File: config.mk
export PLATFORM = sky130hd
export DESIGN_NAME = channel_report_word_queue
export DESIGN_NICKNAME = d
export VERILOG_FILES = /design/src/rtl/crwq_pkg.sv /design/src/rtl/crwq_cfg.sv /design/src/rtl/crwq_mem.sv /design/src/rtl/crwq_ctrl.sv /design/src/rtl/channel_report_word_queue.sv
export SDC_FILE = /design/constraint.sdc
export NUM_CORES = 1
export LEC_CHECK = 0
export ABC_CLOCK_PERIOD_IN_PS = 8660
export CORE_MARGIN = 5
export CORE_UTILIZATION = 50
export CTS_BUF_LIST = sky130_fd_sc_hd__clkbuf_4 sky130_fd_sc_hd__clkbuf_8
export CTS_CLUSTER_SIZE = 30
export DETAILED_ROUTE_END_ITERATION = 10
export DONT_BUFFER_PORTS = 1
export PLACE_DENSITY_LB_ADDON = 0.05
export SLEW_MARGIN = 20
export SYNTH_ARGS = -nofsm -noshare
export SYNTH_HDL_FRONTEND = slang
export SYNTH_SLANG_ARGS = --single-unit
File: constraint.sdc
create_clock -name clk_i -period 8.66 [get_ports clk_i]
set_input_delay 0.433 -clock clk_i [delete_from_list [all_inputs] [get_ports clk_i]]
set_output_delay 0.433 -clock clk_i [all_outputs]
set_load 0.1 [all_outputs]
File: src/rtl/crwq_pkg.sv
// ----------------------------------------------------------------------------
// crwq_pkg
// Shared types, codes and a word-building helper of the channel report word
// queue.
// ----------------------------------------------------------------------------
package crwq_pkg;

  // Port widths
  localparam int unsigned FuncW      = 2;
  localparam int unsigned StatusW    = 2;
  localparam int unsigned WordW      = 32;
  localparam int unsigned CountW     = 5;
  localparam int unsigned InDataW    = 40;
  localparam int unsigned OutDataW   = 40;
  localparam int unsigned CfgIdxW    = 3;
  localparam int unsigned CfgDataW   = 6;
  localparam int unsigned ErcW       = 6;
  localparam int unsigned PathIdW    = 8;
  localparam int unsigned SubchW     = 16;
  localparam int unsigned SsidW      = 8;

  // Report word layout
  localparam logic [WordW-1:0] WordSol   = 32'h4000_0000;
  localparam logic [WordW-1:0] WordOflow = 32'h2000_0000;
  localparam logic [WordW-1:0] WordChain = 32'h1000_0000;
  localparam logic [WordW-1:0] WordAncil = 32'h0080_0000;
  localparam logic [3:0]       SrcSubch  = 4'd3;
  localparam logic [3:0]       SrcPath   = 4'd4;

  // Register indexes of the configuration port
  localparam logic [CfgIdxW-1:0] CfgShutdown   = 3'd0;
  localparam logic [CfgIdxW-1:0] CfgMultiSs    = 3'd1;
  localparam logic [CfgIdxW-1:0] CfgErcAlert   = 3'd2;
  localparam logic [CfgIdxW-1:0] CfgErcFound   = 3'd3;
  localparam logic [CfgIdxW-1:0] CfgErcNoFound = 3'd4;

  // Register reset values
  localparam logic [ErcW-1:0] ErcAlertRst   = 6'd4;
  localparam logic [ErcW-1:0] ErcFoundRst   = 6'd2;
  localparam logic [ErcW-1:0] ErcNoFoundRst = 6'd6;

  typedef enum logic [FuncW-1:0] {
    FUNC_PATH_RESET = 2'd0,
    FUNC_ATTACH     = 2'd1,
    FUNC_READ       = 2'd2
  } func_e;

  typedef enum logic [StatusW-1:0] {
    STAT_OK      = 2'd0,
    STAT_DROP    = 2'd1,
    STAT_IGNORED = 2'd2,
    STAT_EMPTY   = 2'd3
  } status_e;

  typedef enum logic [1:0] {
    S_IDLE,
    S_WR2,
    S_OFLW,
    S_DONE
  } state_e;

  typedef struct packed {
    logic            shutting_down;
    logic            multiple_subsystems;
    logic [ErcW-1:0] erc_alert;
    logic [ErcW-1:0] erc_path_found;
    logic [ErcW-1:0] erc_path_not_found;
  } cfg_t;

  // Assemble a report word from source code, recovery code and source id
  function automatic logic [WordW-1:0] make_word(input logic [3:0]        src,
                                                 input logic [ErcW-1:0]   erc,
                                                 input logic [SubchW-1:0] id);
    logic [WordW-1:0] w;
    w = WordAncil;
    w[27:24] = src;
    w[21:16] = erc;
    w[15:0]  = id;
    return w;
  endfunction

endpackage

File: src/rtl/crwq_cfg.sv
// ----------------------------------------------------------------------------
// crwq_cfg
// Configuration registers: shutdown, chaining and the three recovery codes.
// ----------------------------------------------------------------------------
module crwq_cfg
  import crwq_pkg::*;
(
  input  logic                clk_i,
  input  logic                rst_ni,
  input  logic                cfg_we_i,
  input  logic [CfgIdxW-1:0]  cfg_idx_i,
  input  logic [CfgDataW-1:0] cfg_data_i,
  output cfg_t                cfg_o
);

  cfg_t cfg_q, cfg_d;

  // Decode the register index and update one field
  always_comb begin
    cfg_d = cfg_q;
    if (cfg_we_i) begin
      unique case (cfg_idx_i)
        CfgShutdown:   cfg_d.shutting_down       = cfg_data_i[0];
        CfgMultiSs:    cfg_d.multiple_subsystems = cfg_data_i[0];
        CfgErcAlert:   cfg_d.erc_alert           = cfg_data_i;
        CfgErcFound:   cfg_d.erc_path_found      = cfg_data_i;
        CfgErcNoFound: cfg_d.erc_path_not_found  = cfg_data_i;
        default:       cfg_d = cfg_q;
      endcase
    end
  end

  always_ff @(posedge clk_i or negedge rst_ni) begin
    if (!rst_ni) begin
      cfg_q.shutting_down       <= 1'b0;
      cfg_q.multiple_subsystems <= 1'b0;
      cfg_q.erc_alert           <= ErcAlertRst;
      cfg_q.erc_path_found      <= ErcFoundRst;
      cfg_q.erc_path_not_found  <= ErcNoFoundRst;
    end else begin
      cfg_q <= cfg_d;
    end
  end

  assign cfg_o = cfg_q;

endmodule

File: src/rtl/crwq_mem.sv
// ----------------------------------------------------------------------------
// crwq_mem
// Report word store: one write port, one read port, registered read data.
// ----------------------------------------------------------------------------
module crwq_mem
  import crwq_pkg::*;
#(
  parameter int unsigned Depth = 16,
  parameter int unsigned AddrW = 4
) (
  input  logic             clk_i,
  input  logic             we_i,
  input  logic [AddrW-1:0] waddr_i,
  input  logic [WordW-1:0] wdata_i,
  input  logic             re_i,
  input  logic [AddrW-1:0] raddr_i,
  output logic [WordW-1:0] rdata_o
);

  logic [WordW-1:0] store_q [Depth];
  logic [WordW-1:0] rdata_q;

  // Write port
  always_ff @(posedge clk_i) begin
    if (we_i) begin
      store_q[waddr_i] <= wdata_i;
    end
  end

  // Read port, data held until the next read
  always_ff @(posedge clk_i) begin
    if (re_i) begin
      rdata_q <= store_q[raddr_i];
    end
  end

  assign rdata_o = rdata_q;

endmodule

File: src/rtl/crwq_ctrl.sv
// ----------------------------------------------------------------------------
// crwq_ctrl
// Sequencer of the queue: decodes a word, builds and appends report words,
// marks overflow by read-modify-write, drains reads and holds the result.
// ----------------------------------------------------------------------------
module crwq_ctrl
  import crwq_pkg::*;
#(
  parameter int unsigned Depth = 16,
  parameter int unsigned AddrW = 4,
  parameter int unsigned CntW  = 5
) (
  input  logic                clk_i,
  input  logic                rst_ni,
  input  cfg_t                cfg_i,
  // input side
  input  logic                in_valid_i,
  output logic                in_ready_o,
  input  logic [FuncW-1:0]    func_i,
  input  logic [PathIdW-1:0]  path_id_i,
  input  logic                solicited_i,
  input  logic                found_i,
  input  logic [SubchW-1:0]   subchannel_i,
  input  logic [SsidW-1:0]    ssid_i,
  // result side
  output logic                out_valid_o,
  input  logic                out_ready_i,
  output logic [WordW-1:0]    read_word_o,
  output logic [StatusW-1:0]  status_o,
  output logic [CountW-1:0]   stored_count_o,
  // store
  output logic                mem_we_o,
  output logic [AddrW-1:0]    mem_waddr_o,
  output logic [WordW-1:0]    mem_wdata_o,
  output logic                mem_re_o,
  output logic [AddrW-1:0]    mem_raddr_o,
  input  logic [WordW-1:0]    mem_rdata_i
);

  localparam logic [CntW-1:0] DepthC   = CntW'(Depth);
  localparam logic [CntW-1:0] DepthM1C = CntW'(Depth - 1);

  state_e              state_q, state_d;
  logic [CntW-1:0]     cnt_q, cnt_d;
  logic [CntW-1:0]     rp_q, rp_d;
  logic [SsidW-1:0]    ssid_q, ssid_d;
  status_e             res_status_q, res_status_d;
  logic                res_mem_q, res_mem_d;
  logic                out_valid_q, out_valid_d;
  logic [WordW-1:0]    out_word_q, out_word_d;
  status_e             out_status_q, out_status_d;
  logic [CountW-1:0]   out_count_q, out_count_d;

  logic                accept;
  logic                is_path, is_attach, is_read;
  logic                chained;
  logic                room;
  logic                cnt_zero;
  logic                rd_hit;
  logic                out_free;
  logic [CntW-1:0]     cnt_m1;
  logic [WordW-1:0]    path_word;
  logic [WordW-1:0]    attach_word;
  logic [WordW-1:0]    second_word;
  logic [ErcW-1:0]     path_erc;

  // Decode the incoming word
  assign in_ready_o = (state_q == S_IDLE);
  assign accept     = in_valid_i && in_ready_o;
  assign is_path    = (func_i == FUNC_PATH_RESET) && !cfg_i.shutting_down;
  assign is_attach  = (func_i == FUNC_ATTACH) && !cfg_i.shutting_down;
  assign is_read    = (func_i == FUNC_READ);
  assign chained    = cfg_i.multiple_subsystems;
  assign cnt_zero   = (cnt_q == '0);
  assign cnt_m1     = cnt_q - CntW'(1);
  assign rd_hit     = (rp_q < cnt_q);
  assign out_free   = !out_valid_q || out_ready_i;

  // Room for one word, or for two when the report is chained
  always_comb begin
    if (is_attach && chained) begin
      room = (cnt_q < DepthM1C);
    end else begin
      room = (cnt_q < DepthC);
    end
  end

  // Build report words
  assign path_erc    = found_i ? cfg_i.erc_path_found : cfg_i.erc_path_not_found;
  assign path_word   = (solicited_i ? WordSol : '0) |
                       make_word(SrcPath, path_erc, {8'h00, path_id_i});
  assign attach_word = (chained ? WordChain : '0) |
                       make_word(SrcSubch, cfg_i.erc_alert, subchannel_i);
  assign second_word = make_word(SrcSubch, cfg_i.erc_alert, {ssid_q, 8'h00});

  // Next state
  always_comb begin
    state_d = state_q;
    unique case (state_q)
      S_IDLE: begin
        if (accept) begin
          if ((is_path || is_attach) && room && is_attach && chained) begin
            state_d = S_WR2;
          end else if ((is_path || is_attach) && !room && !cnt_zero) begin
            state_d = S_OFLW;
          end else begin
            state_d = S_DONE;
          end
        end
      end
      S_WR2:   state_d = S_DONE;
      S_OFLW:  state_d = S_DONE;
      S_DONE: begin
        if (out_free) begin
          state_d = S_IDLE;
        end
      end
      default: state_d = S_IDLE;
    endcase
  end

  // Datapath and store accesses
  always_comb begin
    cnt_d        = cnt_q;
    rp_d         = rp_q;
    ssid_d       = ssid_q;
    res_status_d = res_status_q;
    res_mem_d    = res_mem_q;
    out_valid_d  = out_valid_q && !out_ready_i;
    out_word_d   = out_word_q;
    out_status_d = out_status_q;
    out_count_d  = out_count_q;
    mem_we_o     = 1'b0;
    mem_waddr_o  = cnt_q[AddrW-1:0];
    mem_wdata_o  = path_word;
    mem_re_o     = 1'b0;
    mem_raddr_o  = rp_q[AddrW-1:0];

    unique case (state_q)
      S_IDLE: begin
        if (accept) begin
          ssid_d       = ssid_i;
          res_mem_d    = 1'b0;
          res_status_d = STAT_IGNORED;
          if (is_path || is_attach) begin
            if (room) begin
              // append the first word
              mem_we_o     = 1'b1;
              mem_wdata_o  = is_attach ? attach_word : path_word;
              cnt_d        = cnt_q + CntW'(1);
              res_status_d = STAT_OK;
            end else begin
              // drop, fetch the last stored word for marking
              mem_re_o     = !cnt_zero;
              mem_raddr_o  = cnt_m1[AddrW-1:0];
              res_status_d = STAT_DROP;
            end
          end else if (is_read) begin
            if (cnt_zero) begin
              res_status_d = STAT_EMPTY;
            end else if (rd_hit) begin
              mem_re_o     = 1'b1;
              rp_d         = rp_q + CntW'(1);
              res_mem_d    = 1'b1;
              res_status_d = STAT_OK;
            end else begin
              // read past the end empties the queue
              cnt_d        = '0;
              rp_d         = '0;
              res_status_d = STAT_EMPTY;
            end
          end
        end
      end
      S_WR2: begin
        // append the chained word
        mem_we_o    = 1'b1;
        mem_wdata_o = second_word;
        cnt_d       = cnt_q + CntW'(1);
      end
      S_OFLW: begin
        // set overflow in the last stored word
        mem_we_o    = 1'b1;
        mem_waddr_o = cnt_m1[AddrW-1:0];
        mem_wdata_o = mem_rdata_i | WordOflow;
      end
      S_DONE: begin
        if (out_free) begin
          out_valid_d  = 1'b1;
          out_word_d   = res_mem_q ? mem_rdata_i : '0;
          out_status_d = res_status_q;
          out_count_d  = CountW'(cnt_q);
        end
      end
      default: begin
        cnt_d = cnt_q;
      end
    endcase
  end

  // Control registers
  always_ff @(posedge clk_i or negedge rst_ni) begin
    if (!rst_ni) begin
      state_q     <= S_IDLE;
      cnt_q       <= '0;
      rp_q        <= '0;
      out_valid_q <= 1'b0;
    end else begin
      state_q     <= state_d;
      cnt_q       <= cnt_d;
      rp_q        <= rp_d;
      out_valid_q <= out_valid_d;
    end
  end

  // Payload registers
  always_ff @(posedge clk_i) begin
    ssid_q       <= ssid_d;
    res_status_q <= res_status_d;
    res_mem_q    <= res_mem_d;
    out_word_q   <= out_word_d;
    out_status_q <= out_status_d;
    out_count_q  <= out_count_d;
  end

  assign out_valid_o    = out_valid_q;
  assign read_word_o    = out_word_q;
  assign status_o       = out_status_q;
  assign stored_count_o = out_count_q;

endmodule

File: src/rtl/channel_report_word_queue.sv
// ----------------------------------------------------------------------------
// channel_report_word_queue
// Builds channel report words from path reset and attach/detach events,
// queues them in a word store and returns them one per read.
// ----------------------------------------------------------------------------
//  Channel   Direction  Contents
//  s_axis    in         tuser: func; tdata: event fields or read request
//  m_axis    out        tuser: status; tdata: read word, stored count
//  cfg       in         register index and write data, no read-back
//
//  A path reset, a single attach/detach or a read passes from acceptance
//  through the done state into the result register once m_axis is free;
//  a chained report or an overflow marking first passes the second-write
//  or overflow-marking state, set by the single write port and the
//  registered read data of the store. One word is in work at a time; the
//  next is taken while the previous result waits on m_axis. Reset empties
//  the queue by its counters at once; the store itself is not cleared.
// ----------------------------------------------------------------------------
module channel_report_word_queue
  import crwq_pkg::*;
#(
  parameter int unsigned QUEUE_DEPTH = 16
) (
  input  logic                clk_i,
  input  logic                rst_ni,
  // event and read words
  input  logic                s_axis_tvalid,
  output logic                s_axis_tready,
  // [7:0] path_id, [8] solicited, [9] subchannel_found,
  // [25:10] subchannel, [33:26] subsystem_id, [39:34] zero
  input  logic [InDataW-1:0]  s_axis_tdata,
  // [1:0] func
  input  logic [FuncW-1:0]    s_axis_tuser,
  // results
  output logic                m_axis_tvalid,
  input  logic                m_axis_tready,
  // [31:0] read_word, [36:32] stored_count, [39:37] zero
  output logic [OutDataW-1:0] m_axis_tdata,
  // [1:0] status
  output logic [StatusW-1:0]  m_axis_tuser,
  // configuration
  input  logic                cfg_we_i,
  input  logic [CfgIdxW-1:0]  cfg_idx_i,
  input  logic [CfgDataW-1:0] cfg_data_i
);

  localparam int unsigned AddrW = $clog2(QUEUE_DEPTH);
  localparam int unsigned CntW  = $clog2(QUEUE_DEPTH + 1);

  cfg_t               cfg;
  logic               mem_we;
  logic [AddrW-1:0]   mem_waddr;
  logic [WordW-1:0]   mem_wdata;
  logic               mem_re;
  logic [AddrW-1:0]   mem_raddr;
  logic [WordW-1:0]   mem_rdata;
  logic [WordW-1:0]   read_word;
  logic [CountW-1:0]  stored_count;

  crwq_cfg u_cfg (
    .clk_i      (clk_i),
    .rst_ni     (rst_ni),
    .cfg_we_i   (cfg_we_i),
    .cfg_idx_i  (cfg_idx_i),
    .cfg_data_i (cfg_data_i),
    .cfg_o      (cfg)
  );

  crwq_mem #(
    .Depth (QUEUE_DEPTH),
    .AddrW (AddrW)
  ) u_mem (
    .clk_i   (clk_i),
    .we_i    (mem_we),
    .waddr_i (mem_waddr),
    .wdata_i (mem_wdata),
    .re_i    (mem_re),
    .raddr_i (mem_raddr),
    .rdata_o (mem_rdata)
  );

  crwq_ctrl #(
    .Depth (QUEUE_DEPTH),
    .AddrW (AddrW),
    .CntW  (CntW)
  ) u_ctrl (
    .clk_i          (clk_i),
    .rst_ni         (rst_ni),
    .cfg_i          (cfg),
    .in_valid_i     (s_axis_tvalid),
    .in_ready_o     (s_axis_tready),
    .func_i         (s_axis_tuser),
    .path_id_i      (s_axis_tdata[7:0]),
    .solicited_i    (s_axis_tdata[8]),
    .found_i        (s_axis_tdata[9]),
    .subchannel_i   (s_axis_tdata[25:10]),
    .ssid_i         (s_axis_tdata[33:26]),
    .out_valid_o    (m_axis_tvalid),
    .out_ready_i    (m_axis_tready),
    .read_word_o    (read_word),
    .status_o       (m_axis_tuser),
    .stored_count_o (stored_count),
    .mem_we_o       (mem_we),
    .mem_waddr_o    (mem_waddr),
    .mem_wdata_o    (mem_wdata),
    .mem_re_o       (mem_re),
    .mem_raddr_o    (mem_raddr),
    .mem_rdata_i    (mem_rdata)
  );

  // Pack the result word
  assign m_axis_tdata = {3'b000, stored_count, read_word};

endmodule

; Word-level counts from Yosys, hierarchy flattened
; Memories as Yosys holds them, arrays and structs flattened. A register that Yosys moved wholly into a read port is not among the register bits.
; Index checks and enable logic that the tools add are counted.
[word_totals]
latchBits = 0
wordCells = 121
ram_bits = 512
mem_count = 1
input_bits = 56
output_inout_bits = 44
mem_bits_ro = 0
register_bits = 83
[mem_list]
columns = memory, words, width, read_ports, rd_ports_with_merged_regs, write_ports, line
row1 = u_mem.store_q, 16, 32, 1, 1, 1, crwq_mem.sv:20  ; logic [WordW-1:0] store_q [Depth];
[op_classes]
reduce_logical = 33
n_div = 0
shifts = 0
n_mux = 47
bitwise = 4
multipliers = 0
n_lt_le_gt_ge = 3
add_sub_neg = 3
eq_ne = 15
[ops]
columns = op, n
row1 = 2-to-1 mux 32 bit, 4
row2 = case mux 32 bit (3 select lines), 1
row3 = 2-to-1 mux 5 bit, 7
row4 = OR 32 x 26 -> 32 bit, 1
row5 = OR 32 x 27 -> 32 bit, 1
row6 = 2-to-1 mux 31 bit, 1
row7 = 2-to-1 mux 29 bit, 1
row8 = 2-to-1 mux 4 bit, 5
row9 = 2-to-1 mux 1 bit, 17
row10 = AND reduction 2 bit, 8
row11 = 2-to-1 mux 2 bit, 7
row12 = "inequality test 3 bit, second input constant", 4
row13 = "adder 5 x 1 -> 5 bit, second input constant", 2
row14 = logical AND 1 bit, 10
row15 = case mux 5 bit (2 select lines), 1
row16 = "equality test 2 bit, second input constant", 3
row17 = "equality test 3 x 2 -> 1 bit, second input constant", 2
row18 = 2-to-1 mux 6 bit, 1
row19 = case mux 2 bit (3 select lines), 1
row20 = AND reduction 6 bit, 1
row21 = zero test 1 bit, 5
row22 = zero test 5 bit, 1
row23 = "< comparator 5 x 4 -> 1 bit, second input constant", 1
row24 = < comparator 5 bit, 1
row25 = other kinds (15), 19

; Longest topological paths before layout
; Gate-level depths: netlist of run 1.
[depth]
depth_word = 11
depth_mapped = 12

; Cells and area by module
; Synthesis of run 1 repeated with hierarchy kept, for this count alone.
[unflattened]
cells_unflattened = 1198
area_unflattened_um2 = 24531.0
[by_module_without_submodules]
columns = module, seq_area_each_um2, n_inst, area_each_um2, cells_per_inst
row1 = crwq_mem, 16335.7, 1, 20155.6, 838
row2 = crwq_ctrl, 1826.8, 1, 3512.1, 309
row3 = crwq_cfg, 505.5, 1, 837.1, 47
row4 = channel_report_word_queue, 0.0, 1, 26.3, 4

; Worst setup path after synthesis of run 1
; OpenSTA, ideal clock, no wires.
[synth_timing]
path_type = flip-flop to flip-flop
startpoint = register u_ctrl.state_q[0]
endpoint = memory u_mem.store_q[1][0] (enable)
path_buffers = 1
stages_incl_launch_ff = 10
path_slack_ns = 4.379
t_arrival_ns = 3.860
synth_period_minus_slack_ns = 4.281
setup_ns = 0.421
cell_sequence = dfrtp_1 inv_1 ha_1 buf_2 nand2_1 inv_2 a31oi_1 nor2_1 o21ai_0 nor2_1
[synth_via]
elab_chain_len = 6
[synth_rtl]
columns = item, line
row1 = from (decl), crwq_ctrl.sv:43  ; state_e state_q, state_d;
row2 = from (signal assigned), crwq_ctrl.sv:209  ; state_q <= state_d;
row3 = zero test 2 bit (*), crwq_ctrl.sv:68  ; assign in_ready_o = (state_q == S_IDLE);
row4 = net s_axis_tready, channel_report_word_queue.sv:28  ; output logic s_axis_tready,
row5 = logical AND 1 bit, crwq_ctrl.sv:69  ; assign accept = in_valid_i && in_ready_o;
row6 = 2-to-1 mux 1 bit, crwq_ctrl.sv:141  ; if (accept) begin
row7 = case mux 1 bit (2 select lines) (*), crwq_ctrl.sv:139  ; unique case (state_q)
row8 = 2-to-1 mux 1 bit (*), crwq_mem.sv:25  ; if (we_i) begin
row9 = 2-to-1 mux 1 bit (implied by the code) (*), crwq_mem.sv:26  ; store_q[waddr_i] <= wdata_i;
row10 = to (decl), crwq_mem.sv:20
; The timed path passes the listed nets; every way through them passes the cells marked *.

; Worst setup path in the final report of run 1
[layout_timing]
startpoint = register u_ctrl.state_q[1]
endpoint = register u_mem.rdata_q[1], in the netlist u_mem.rdata_o[1] (read register of u_mem.store_q), data pin
[layout_via]
elab_chain_len = 4
[layout_rtl]
columns = item, line
row1 = zero test 2 bit (*), "crwq_ctrl.sv:68, crwq_ctrl.sv:139"
row2 = logical AND 1 bit, crwq_ctrl.sv:69
row3 = 2-to-1 mux 4 bit / 2-to-1 mux 1 bit (equally long branches), crwq_ctrl.sv:141
row4 = 2-to-1 mux 4 bit / 2-to-1 mux 1 bit (equally long branches), crwq_ctrl.sv:139
row5 = to (decl), crwq_mem.sv:21  ; logic [WordW-1:0] rdata_q;
; Every way passes the cells marked *; elsewhere a longest branch is shown, timed or not.
; A chain may end at the register's enable or synchronous reset.

==> results of run 1 <==
## final timing paths
kind	start	to	slack, ns	cells after the start
max in group asynchronous	rst_ni	u_cfg.cfg_o[2]	8.19	2
worst min register to register	u_ctrl.res_status_q[1]	u_ctrl.status_o[1]	0.42	0
min in group asynchronous	rst_ni	u_ctrl.cnt_q[3]	0.22	2
worst min-delay path	s_axis_tuser[0]	u_ctrl.res_status_q[0]	0.07	2
worst max register to register	u_ctrl.state_q[1]	u_mem.rdata_o[1]	3.63	10
worst max-delay path	u_ctrl.state_q[1]	u_mem.rdata_o[1]	3.63	10
## metrics by stage
| step | util [%] | hold WS (ns) | area, sq um | setup WS, ns | cells |
|---|---|---|---|---|---|
| after floorplan | - | 0.1374 | 25570 | 4.379 | 1605 |
| after global placement | 52.51 | 0.1386 | 26450 | 3.676 | 2209 |
| after detailed placement | 52.51 | 0.1387 | 26450 | 3.612 | 2209 |
| after CTS | 56.89 | 0.005823 | 28660 | 3.604 | 2420 |
| after global routing | 56.91 | 0.06693 | 28670 | 3.286 | 2420 |
| final | 56.91 | 0.07243 | 28670 | 3.630 | 2420 |
## timing repair
| item | in CTS | in global routing |
|---|---|---|
| gates resized for setup | 0 | 0 |
| hold buffers | 23 | 0 |
| hold endpoints to repair | 64 | 0 |
## cell type report
type / count / area (sq um) / share of cell area [%]
clock buffers: 144 / 1744 / 6.084
repair buffers: 73 / 640.6 / 2.235
inverters: 14 / 52.55 / 0.1833
clock inverters: 44 / 221.5 / 0.7725
well taps: 672 / 840.8 / 2.933
flip-flops and latches: 627 / 18670 / 65.12
multi-input cells: 846 / 6501 / 22.68
## sequential cells by signal, indices dropped and copies added, names as in the netlist
name	flops
u_mem.store_q	512
u_ctrl.read_word_o	32
u_mem.rdata_o	32
u_cfg.cfg_o	20
u_ctrl.ssid_q	8
u_ctrl.cnt_q	5
u_ctrl.rp_q	5
u_ctrl.stored_count_o	5
u_ctrl.res_status_q	2
u_ctrl.state_q	2
u_ctrl.status_o	2
u_ctrl.out_valid_o	1
u_ctrl.res_mem_q	1
## report_power, final
part | switching (uW) | internal (uW) | total, uW
clock | 1140 | 1320 | 2460
sequential | 594 | 4290 | 4880
combinational | 2000 | 855 | 2850
total | 3730 | 6470 | 10200
## cells in the final DEF (no fill, tap or decap), types with 16 or more instances in the layout
cell	netlist	final
edfxtp_1	594	594
a211oi_1	246	246
mux2i_1	142	142
and3_1	131	131
clkbuf_8	0	106
buf_4	7	48
clkbuf_4	0	38
and2_1	37	36
nand2_1	39	35
o21ai_0	33	33
or4_1	32	32
clkinv_1	1	30
dfrtp_1	29	29
dlygate4sd3_1	0	22
mux2_2	21	21
nor2_1	33	17
nor2_4	0	16
## critical path: cells and delay by family, from the launching register on
family          cells  cell delay (ns)
compound gates      1             0.10
fa+ha+maj           1             0.18
buf+inv             3             1.49
flops               1             0.42
mux                 1             0.28
simple gates        4             2.20
## routing by layer
metal	vias to the layer above	GRT usage (%)
li1	6604	-
met2	458	38.68
met5	-	0
met1	7571	32.44
met4	0	6.246
met3	83	4.053
## logic make-up after synthesis
group                      after synthesis  synth area share (%)
buffers and inverters                  132                 2.320
muxes                                  164                 6.529
xor gates and xnor gates                 2               0.06854
and+or+nand+nor                        314                 7.215
DFF                                    627                 73.03
adders and majority gates               13                0.6363
other                                    1               0.01467
AOI/OAI and AO/OA                      350                 10.19
==> results.md, run 1 <==
- Global route overflow: 0
- Yosys top cell area share: 69.78%
- Final-stage net count: 1734
- Power density cells: 355.7 nW/um^2
- Routed vias: 14720
- Fin. Hold Viols: 0
- Minimum clock period: 5.030 ns
- Startpoint Class: flop
- Maximum fanout along the worst path: 67
- TNS Setup: 0 ns
- DIE AREA: 55750 sq um
- Max Freq: 198.8 MHz
- Max Used Layer: met4
- FP Rows: 82
- DRT antenna net count: 0
- Main area contributors after synthesis: edfxtp_1 (70%), a211oi_1 (7.2%), mux2i_1 (5.6%)
- Setup Crit Path Kind: reg2reg
- # Max-Cap Violations: 0
- Crit. End Element: flop
- Fillers: 4003
- CTS tree: built
- RSZ-0062 raised after global routing: false
- RePlAce Congestion: 0.7659
- Worst-case clock buffer depth: 3
- Final Skew: 0.02179 ns
- Synth cell count leaders: edfxtp_1 (594), a211oi_1 (246), mux2i_1 (142), and3_1 (131), clkbuf_1 (58)
- Final Total Pwr: 10200 uW
- Core box area: 50380 sq um
- Synth Flop Type: edfxtp_1
- Worst Tran Pin Value: 1.100 ns
- Largest net degree at the start of global routing: 148
- H-Tree Depth: 3
- Die width: 236.1 um
- I/O pin cnt: 100
- Status: finished, final reports clean
- Final setup viols: 0
- Die H: 236.1 um
- Clock latency on the worst-skew pair: 0.68 ns
- Buffers on Ports: 0
- Synth Register Bits: 627
- Fin. max-slew vios: 0
- Slew headroom: 26.67%
- Diodes inserted: 0
- YS warnings: 0
- Leak Pwr: 0.009692 uW
- Crit path max-delay cell type: buf_4
- Routed vias/inst: 6.081
- Worst-path clk slew: 0.06 ns
- First-pass GRT wire length: 97970 um
- Most common cell in the netlist: edfxtp_1
- Syn Std Cell Area: 25560 sq um
- Postcts setup bufs: 0
- Final Cycle Share: 58.08%
- Drt first pass iters: 5
- Drt first-iter violations: 1289
- Avg WL per Cell: 27.32 um
- TritonCTS Buffers: 103
- Worst VDD drop: 0.2158 mV
- Synth async-reset ratio: 5.263%
- Dominant cell type by area after synthesis: edfxtp_1
- Synthesized netlist cell count: 1603
- Seq/Total Area, Yosys: 73.03%
- Number of global-route vias before repair: 14980
- Layout cells sized above 1: 16.02%
- Crit-path max cell delay: 0.84 ns
- Area delta synth->final: 12.15%
- Met1 wire length: 28500 um
- Mean Syn Cell Area: 15.95 sq um
- Total GRT Usage: 23.37%
- Metal3 WL: 3898 um
- DRC: 0
- Hold crit path type: in2reg
- Initial Util: 50.75%
- Synth unique cells: 58
- Met2 wire len: 32550 um
- Crit path DAT: 5.44 ns
- Clock sinks: 627
- Initial antenna violation count: 2
- Post-DP HPWL: 31920 um
- Number of synthesized flops with an enable pin: 594
- CP required: 9.07 ns
- Clock Tree Root: clkbuf_8
- Final wirelength: 66120 um
- Critical path, cell by cell: inv_1 -> ha_1 -> nand2_1 -> inv_2 -> nand3_4 -> nand2_8 -> buf_4 -> mux2i_1 -> a211oi_1 -> or4_1
Note: power is estimated with default switching activity, not from simulation.
==> run 2, diff against run 1 <==
--- a/config.mk
+++ b/config.mk
@@ -5,7 +5,7 @@
 export SDC_FILE = /design/constraint.sdc
 export NUM_CORES = 1
 export LEC_CHECK = 0
-export ABC_CLOCK_PERIOD_IN_PS = 8660
+export ABC_CLOCK_PERIOD_IN_PS = 4200
 export CORE_MARGIN = 5
 export CORE_UTILIZATION = 50
 export CTS_BUF_LIST = sky130_fd_sc_hd__clkbuf_4 sky130_fd_sc_hd__clkbuf_8
==> constraint.sdc (replaced) <==
create_clock -name clk_i -period 4.2 [get_ports clk_i]
set_input_delay 0.21 -clock clk_i [delete_from_list [all_inputs] [get_ports clk_i]]
set_output_delay 0.21 -clock clk_i [all_outputs]
set_load 0.1 [all_outputs]
==> run 2 against run 1 <==
Effect of this change: core utilization up 1.2 points; worst setup slack worse by 2.9 ns; first-iteration DRC count down 7.6%; die area unchanged; cell count up 1.7%.
==> results.md, run 2 (synthesis gave the netlist of run 1 again) <==
- Status: finished, final reports clean
- Hold Path Origin: cfg_idx_i[0]
- RSZ-0062 raised after global routing: false
- Reg2reg start: u_ctrl.cnt_q[0]
- Initial antenna violation count: 3
- DIE AREA: 55750 sq um
- Drt first-iter violations: 1191
- Hold depth: 2
- Drt first pass iters: 5
- Final core utilization: 58.08%
- CP required: 4.52 ns
- Startpoint Class: flop
- Commonest non-fill, non-tap cell in the layout: edfxtp_1
- Crit-path max cell delay: 0.76 ns
- Global route overflow: 0
- DRC: 0
- Final setup viols: 0
- Worst-path clk slew: 0.07 ns
- Number of global-route vias before repair: 14920
- DRT antenna net count: 0
- Die H: 236.1 um
- Worst Tran Pin Value: 1.069 ns
- Critical path, cell by cell: inv_1 -> ha_1 -> o21ai_0 -> nand2_1 -> o21ai_0 -> a21oi_1 -> nor2_4 -> buf_4
- Worst VDD drop: 0.4097 mV
- Crit path DAT: 3.83 ns
- Slew headroom: 28.76%
- H-Tree Depth: 3
- Max Freq: 284.9 MHz
- Routed vias/inst: 6.061
- Layout cells sized above 1: 17.05%
- Clock latency on the worst-skew pair: 0.69 ns
- # Max-Cap Violations: 0
- Core box area: 50380 sq um
- Power density cells: 730.7 nW/um^2
- CTS tree: built
- Hold_ws: 0.05635 ns
- Buffers on Ports: 0
- Fin. max-slew vios: 0
- Final Total Pwr: 21380 uW
- Initial Util: 50.75%
- Area delta synth->final: 14.45%
- First-pass GRT wire length: 97260 um
- Post-DP HPWL: 35440 um
- FP Rows: 82
- Postcts setup bufs: 0
- Avg WL per Cell: 26.70 um
- CP startpoint: u_ctrl.cnt_q[0]
- R2R cell count: 8
- Clock sinks: 627
- Final-stage net count: 1777
- Clock Tree Root: clkbuf_8
- Maximum fanout along the worst path: 17
- Worst-case clock buffer depth: 3
- Crit. End Element: flop
- Hold crit path type: in2reg
- Die width: 236.1 um
- Minimum clock period: 3.510 ns
- Routed vias: 14920
- Final Cycle Share: 83.57%
- Post-CTS sizing: 0
- Total GRT Usage: 23.22%
- Most frequent cells in the layout: edfxtp_1 (594), a211oi_1 (246), mux2i_1 (142)
- TritonCTS Buffers: 102
- Hold EP: u_cfg.cfg_o[9]
- Biggest register: u_mem.store_q
- FF-to-FF setup slack: 0.69 ns
- Fillers: 3955
- Largest net degree at the start of global routing: 129
- Final wirelength: 65730 um
- Largest register FFs: 512
- FF-to-FF End: u_mem.store_q[8][5]
- Leak Pwr: 0.009971 uW
- Fin. Hold Viols: 0
- Crit path max-delay cell type: nor2_4
- Final Skew: 0.03273 ns
- Setup Crit Path Kind: reg2reg
- I/O pin cnt: 100
- RePlAce Congestion: 0.7650
- Hold-fix buffers, CTS: 43
- Crit path top cell by count: o21ai_0
==> run 2: worst max-delay path: cells and delay by family, from the launching register on <==
family | cells | cell delay, ns
simple gates | 2 | 0.83
buf+inv | 2 | 0.77
flops | 1 | 0.61
compound gates | 3 | 0.58
fa+ha+maj | 1 | 0.32
==> run 2: worst max-delay path by stage <==
stage	to	cells after the start
2_1_floorplan	u_mem.store_q[1][0]	9
3_3_place_gp	u_mem.store_q[8][2]	8
3_5_place_dp	u_mem.store_q[15][0]	8
4_1_cts	u_mem.store_q[8][30]	8
5_1_grt	u_mem.store_q[8][22]	8
6_report	u_mem.store_q[8][5]	8
==> run 2: layer usage <==
metal  part of all wire [%]  vias to the layer above  global-route usage [%]
met2                     48                      409                   37.91
met3                    5.4                       92                   4.485
met4                    1.6                        0                   5.243
li1                       -                     6705                       -
met1                     45                     7716                   32.82
met5                      0                        -                       0
==> run 2: through the flow <==
step	setup TNS [ns]	area, sq um	cells	worst slack (ns)
after floorplan	-11.93	25580	1605	-0.08079
after global placement	0	26820	2233	0.6941
after detailed placement	0	26820	2233	0.7153
after CTS	0	29250	2461	0.6889
after global routing	0	29260	2462	0.4656
final	0	29260	2462	0.6901
==> run 2: report_power, final <==
part	switching [uW]	leakage [uW]	internal, uW	total (uW)
combinational	4150	0.00306	2030	6180
clock	2340	0.00106	2810	5150
sequential	1220	0.00585	8830	10100
==> run 2: cell type report <==
type                            count  area [sq um]  area share (%)
Antenna cell                        1         2.502        0.008553
Clock buffer                      145          1758           6.009
Inverter                           14         52.55          0.1796
Tap cell                          672         840.8           2.874
Clock inverter                     40         227.7          0.7783
Timing Repair Buffer              117          1214           4.148
Multi-Input combinational cell    846          6494           22.20
Sequential cell                   627         18670           63.81
==> run 3, diff against run 2 <==
--- a/config.mk
+++ b/config.mk
@@ -5,7 +5,7 @@
 export SDC_FILE = /design/constraint.sdc
 export NUM_CORES = 1
 export LEC_CHECK = 0
-export ABC_CLOCK_PERIOD_IN_PS = 4200
+export ABC_CLOCK_PERIOD_IN_PS = 3400
 export CORE_MARGIN = 5
 export CORE_UTILIZATION = 50
 export CTS_BUF_LIST = sky130_fd_sc_hd__clkbuf_4 sky130_fd_sc_hd__clkbuf_8
==> constraint.sdc (replaced) <==
create_clock -name clk_i -period 3.4 [get_ports clk_i]
set_input_delay 0.17 -clock clk_i [delete_from_list [all_inputs] [get_ports clk_i]]
set_output_delay 0.17 -clock clk_i [all_outputs]
set_load 0.1 [all_outputs]
==> run 3 against run 2 <==
Effect of this change: largest cell class unchanged; clock skew down 0.010 ns; critical path type unchanged; worst setup slack worse by 0.44 ns; global-route usage up 0.23 points; largest power group unchanged.
==> results.md, run 3 (synthesis gave the netlist of run 1 again) <==
- FP Rows: 82
- Reg2reg start: u_ctrl.cnt_q[4]
- Power density cells: 911.0 nW/um^2
- Final setup viols: 0
- Max Freq: 317.8 MHz
- Avg WL per Cell: 26.63 um
- RSZ-0062 raised after global routing: false
- Layout cells sized above 1: 18.38%
- Final Total Pwr: 27220 uW
- Worst-case clock buffer depth: 3
- Number of global-route vias before repair: 15030
- Final core utilization: 59.30%
- Status: finished, final reports clean
- RePlAce Congestion: 0.7736
- Worst-path clk slew: 0.06 ns
- Clock Tree Root: clkbuf_8
- Final wirelength: 66740 um
- Clock sinks: 627
- CP required: 3.91 ns
- Die H: 236.1 um
- Slew headroom: 29.72%
- Largest register FFs: 512
- FF-to-FF setup slack: 0.25 ns
- H-Tree Depth: 3
- Diodes inserted: 0
- Crit. End Element: flop
- Area delta synth->final: 16.86%
- Final-stage net count: 1817
- DRC: 0
- CTS tree: built
- Drt first-iter violations: 1267
- Fin. Hold Viols: 0
- Clock latency on the worst-skew pair: 0.69 ns
- Maximum fanout along the worst path: 16
- Final Skew: 0.02239 ns
- Initial antenna violation count: 3
- Core box area: 50380 sq um
- Routed vias: 15130
- Post-DP HPWL: 35900 um
- DRT antenna net count: 0
- Worst VDD drop: 0.5058 mV
- Buffers on Ports: 0
- Routed vias/inst: 6.038
- TritonCTS Buffers: 103
- # Max-Cap Violations: 0
- Largest net degree at the start of global routing: 129
- Fin. max-slew vios: 0
- FF-to-FF End: u_mem.store_q[7][6]
- R2R cell count: 8
- DIE AREA: 55750 sq um
- Minimum clock period: 3.147 ns
- Global route overflow: 0
- Final Cycle Share: 92.55%
- Hold_ws: 0.05118 ns
- I/O pin cnt: 100
- Leak Pwr: 0.01027 uW
- Drt first pass iters: 5
- Setup Crit Path Kind: reg2reg
- Worst Tran Pin Value: 1.046 ns
- Cell area after layout: 29870 sq um
- TNS Setup: 0 ns
- Commonest non-fill, non-tap cell in the layout: edfxtp_1
- First-pass GRT wire length: 97990 um
- Initial Util: 50.75%
- Most frequent cells in the layout: edfxtp_1 (594), a211oi_1 (246), mux2i_1 (142)
- Crit path DAT: 3.66 ns
- Total GRT Usage: 23.44%
- Hold crit path type: in2async
- Biggest register: u_mem.store_q
- Dpl cell area: 27190 sq um
- Startpoint Class: flop
- Die width: 236.1 um
-- run 3: worst max-delay path by stage --
stage / cells after the start / start / slack [ns] / endpoint
finish: 8 / u_ctrl.cnt_q[4] / 0.25 / u_mem.store_q[7][6]
global route: 11 / u_ctrl.state_q[0] / 0.04 / u_mem.store_q[13][29]
CTS: 10 / u_ctrl.state_q[1] / 0.18 / u_mem.store_q[14][18]
detailed placement: 10 / u_ctrl.state_q[0] / 0.20 / u_mem.store_q[14][14]
global placement: 10 / u_ctrl.state_q[0] / 0.23 / u_mem.store_q[12][6]
floorplan: 9 / u_ctrl.state_q[0] / -0.20 / u_mem.store_q[13][0]
-- run 3: layout make-up --
class | instances | area, sq um
Inverter | 14 | 52.55
Timing Repair Buffer | 156 | 1685
Fill cell | 3890 | 20500
Clock buffer | 142 | 1742
Tap cell | 672 | 840.8
Multi-Input combinational cell | 846 | 6494
Sequential cell | 627 | 18670
Clock inverter | 49 | 391.6
-- run 3: critical path: stages, from the launching register on --
cell	delay [ns]
dfrtp_1	0.45
or4b_2	0.70
a21oi_1	0.48
buf_4	0.22
and2_0	0.15
buf_4	0.33
a22oi_1	0.11
o21ai_0	0.25
buf_4	0.25
-- run 3: through the flow --
| step | setup WS, ns | std cells |
|---|---|---|
| after floorplan | -0.2009 | 1605 |
| after global placement | 0.2347 | 2261 |
| after detailed placement | 0.2002 | 2262 |
| after CTS | 0.1753 | 2506 |
| after global routing | 0.03832 | 2506 |
| final | 0.2533 | 2506 |
-- run 3: metal layers --
| metal | routed length, um | track usage, % | vias to the layer above |
|---|---|---|---|
| met5 | 27 | 0 | - |
| met4 | 1251 | 6.122 | 4 |
| met1 | 29330 | 32.41 | 7759 |
| met2 | 32220 | 38.32 | 474 |
| li1 | - | - | 6782 |
| met3 | 3919 | 4.999 | 112 |
-- run 3: timing repair --
| action | CTS | global route |
|---|---|---|
| hold buffers | 53 | 0 |
| resized for setup | 0 | 1 |
| buffers inserted | 0 | 0 |
| endpoints found under the setup margin | 0 | 163 |
| endpoints found under the hold margin | 301 | 0 |
-- run 3: power breakdown --
part / switching (uW) / internal (uW)
logic: 5390 / 2730
registers: 1420 / 10900
clock network: 2940 / 3840
total: 9750 / 17500
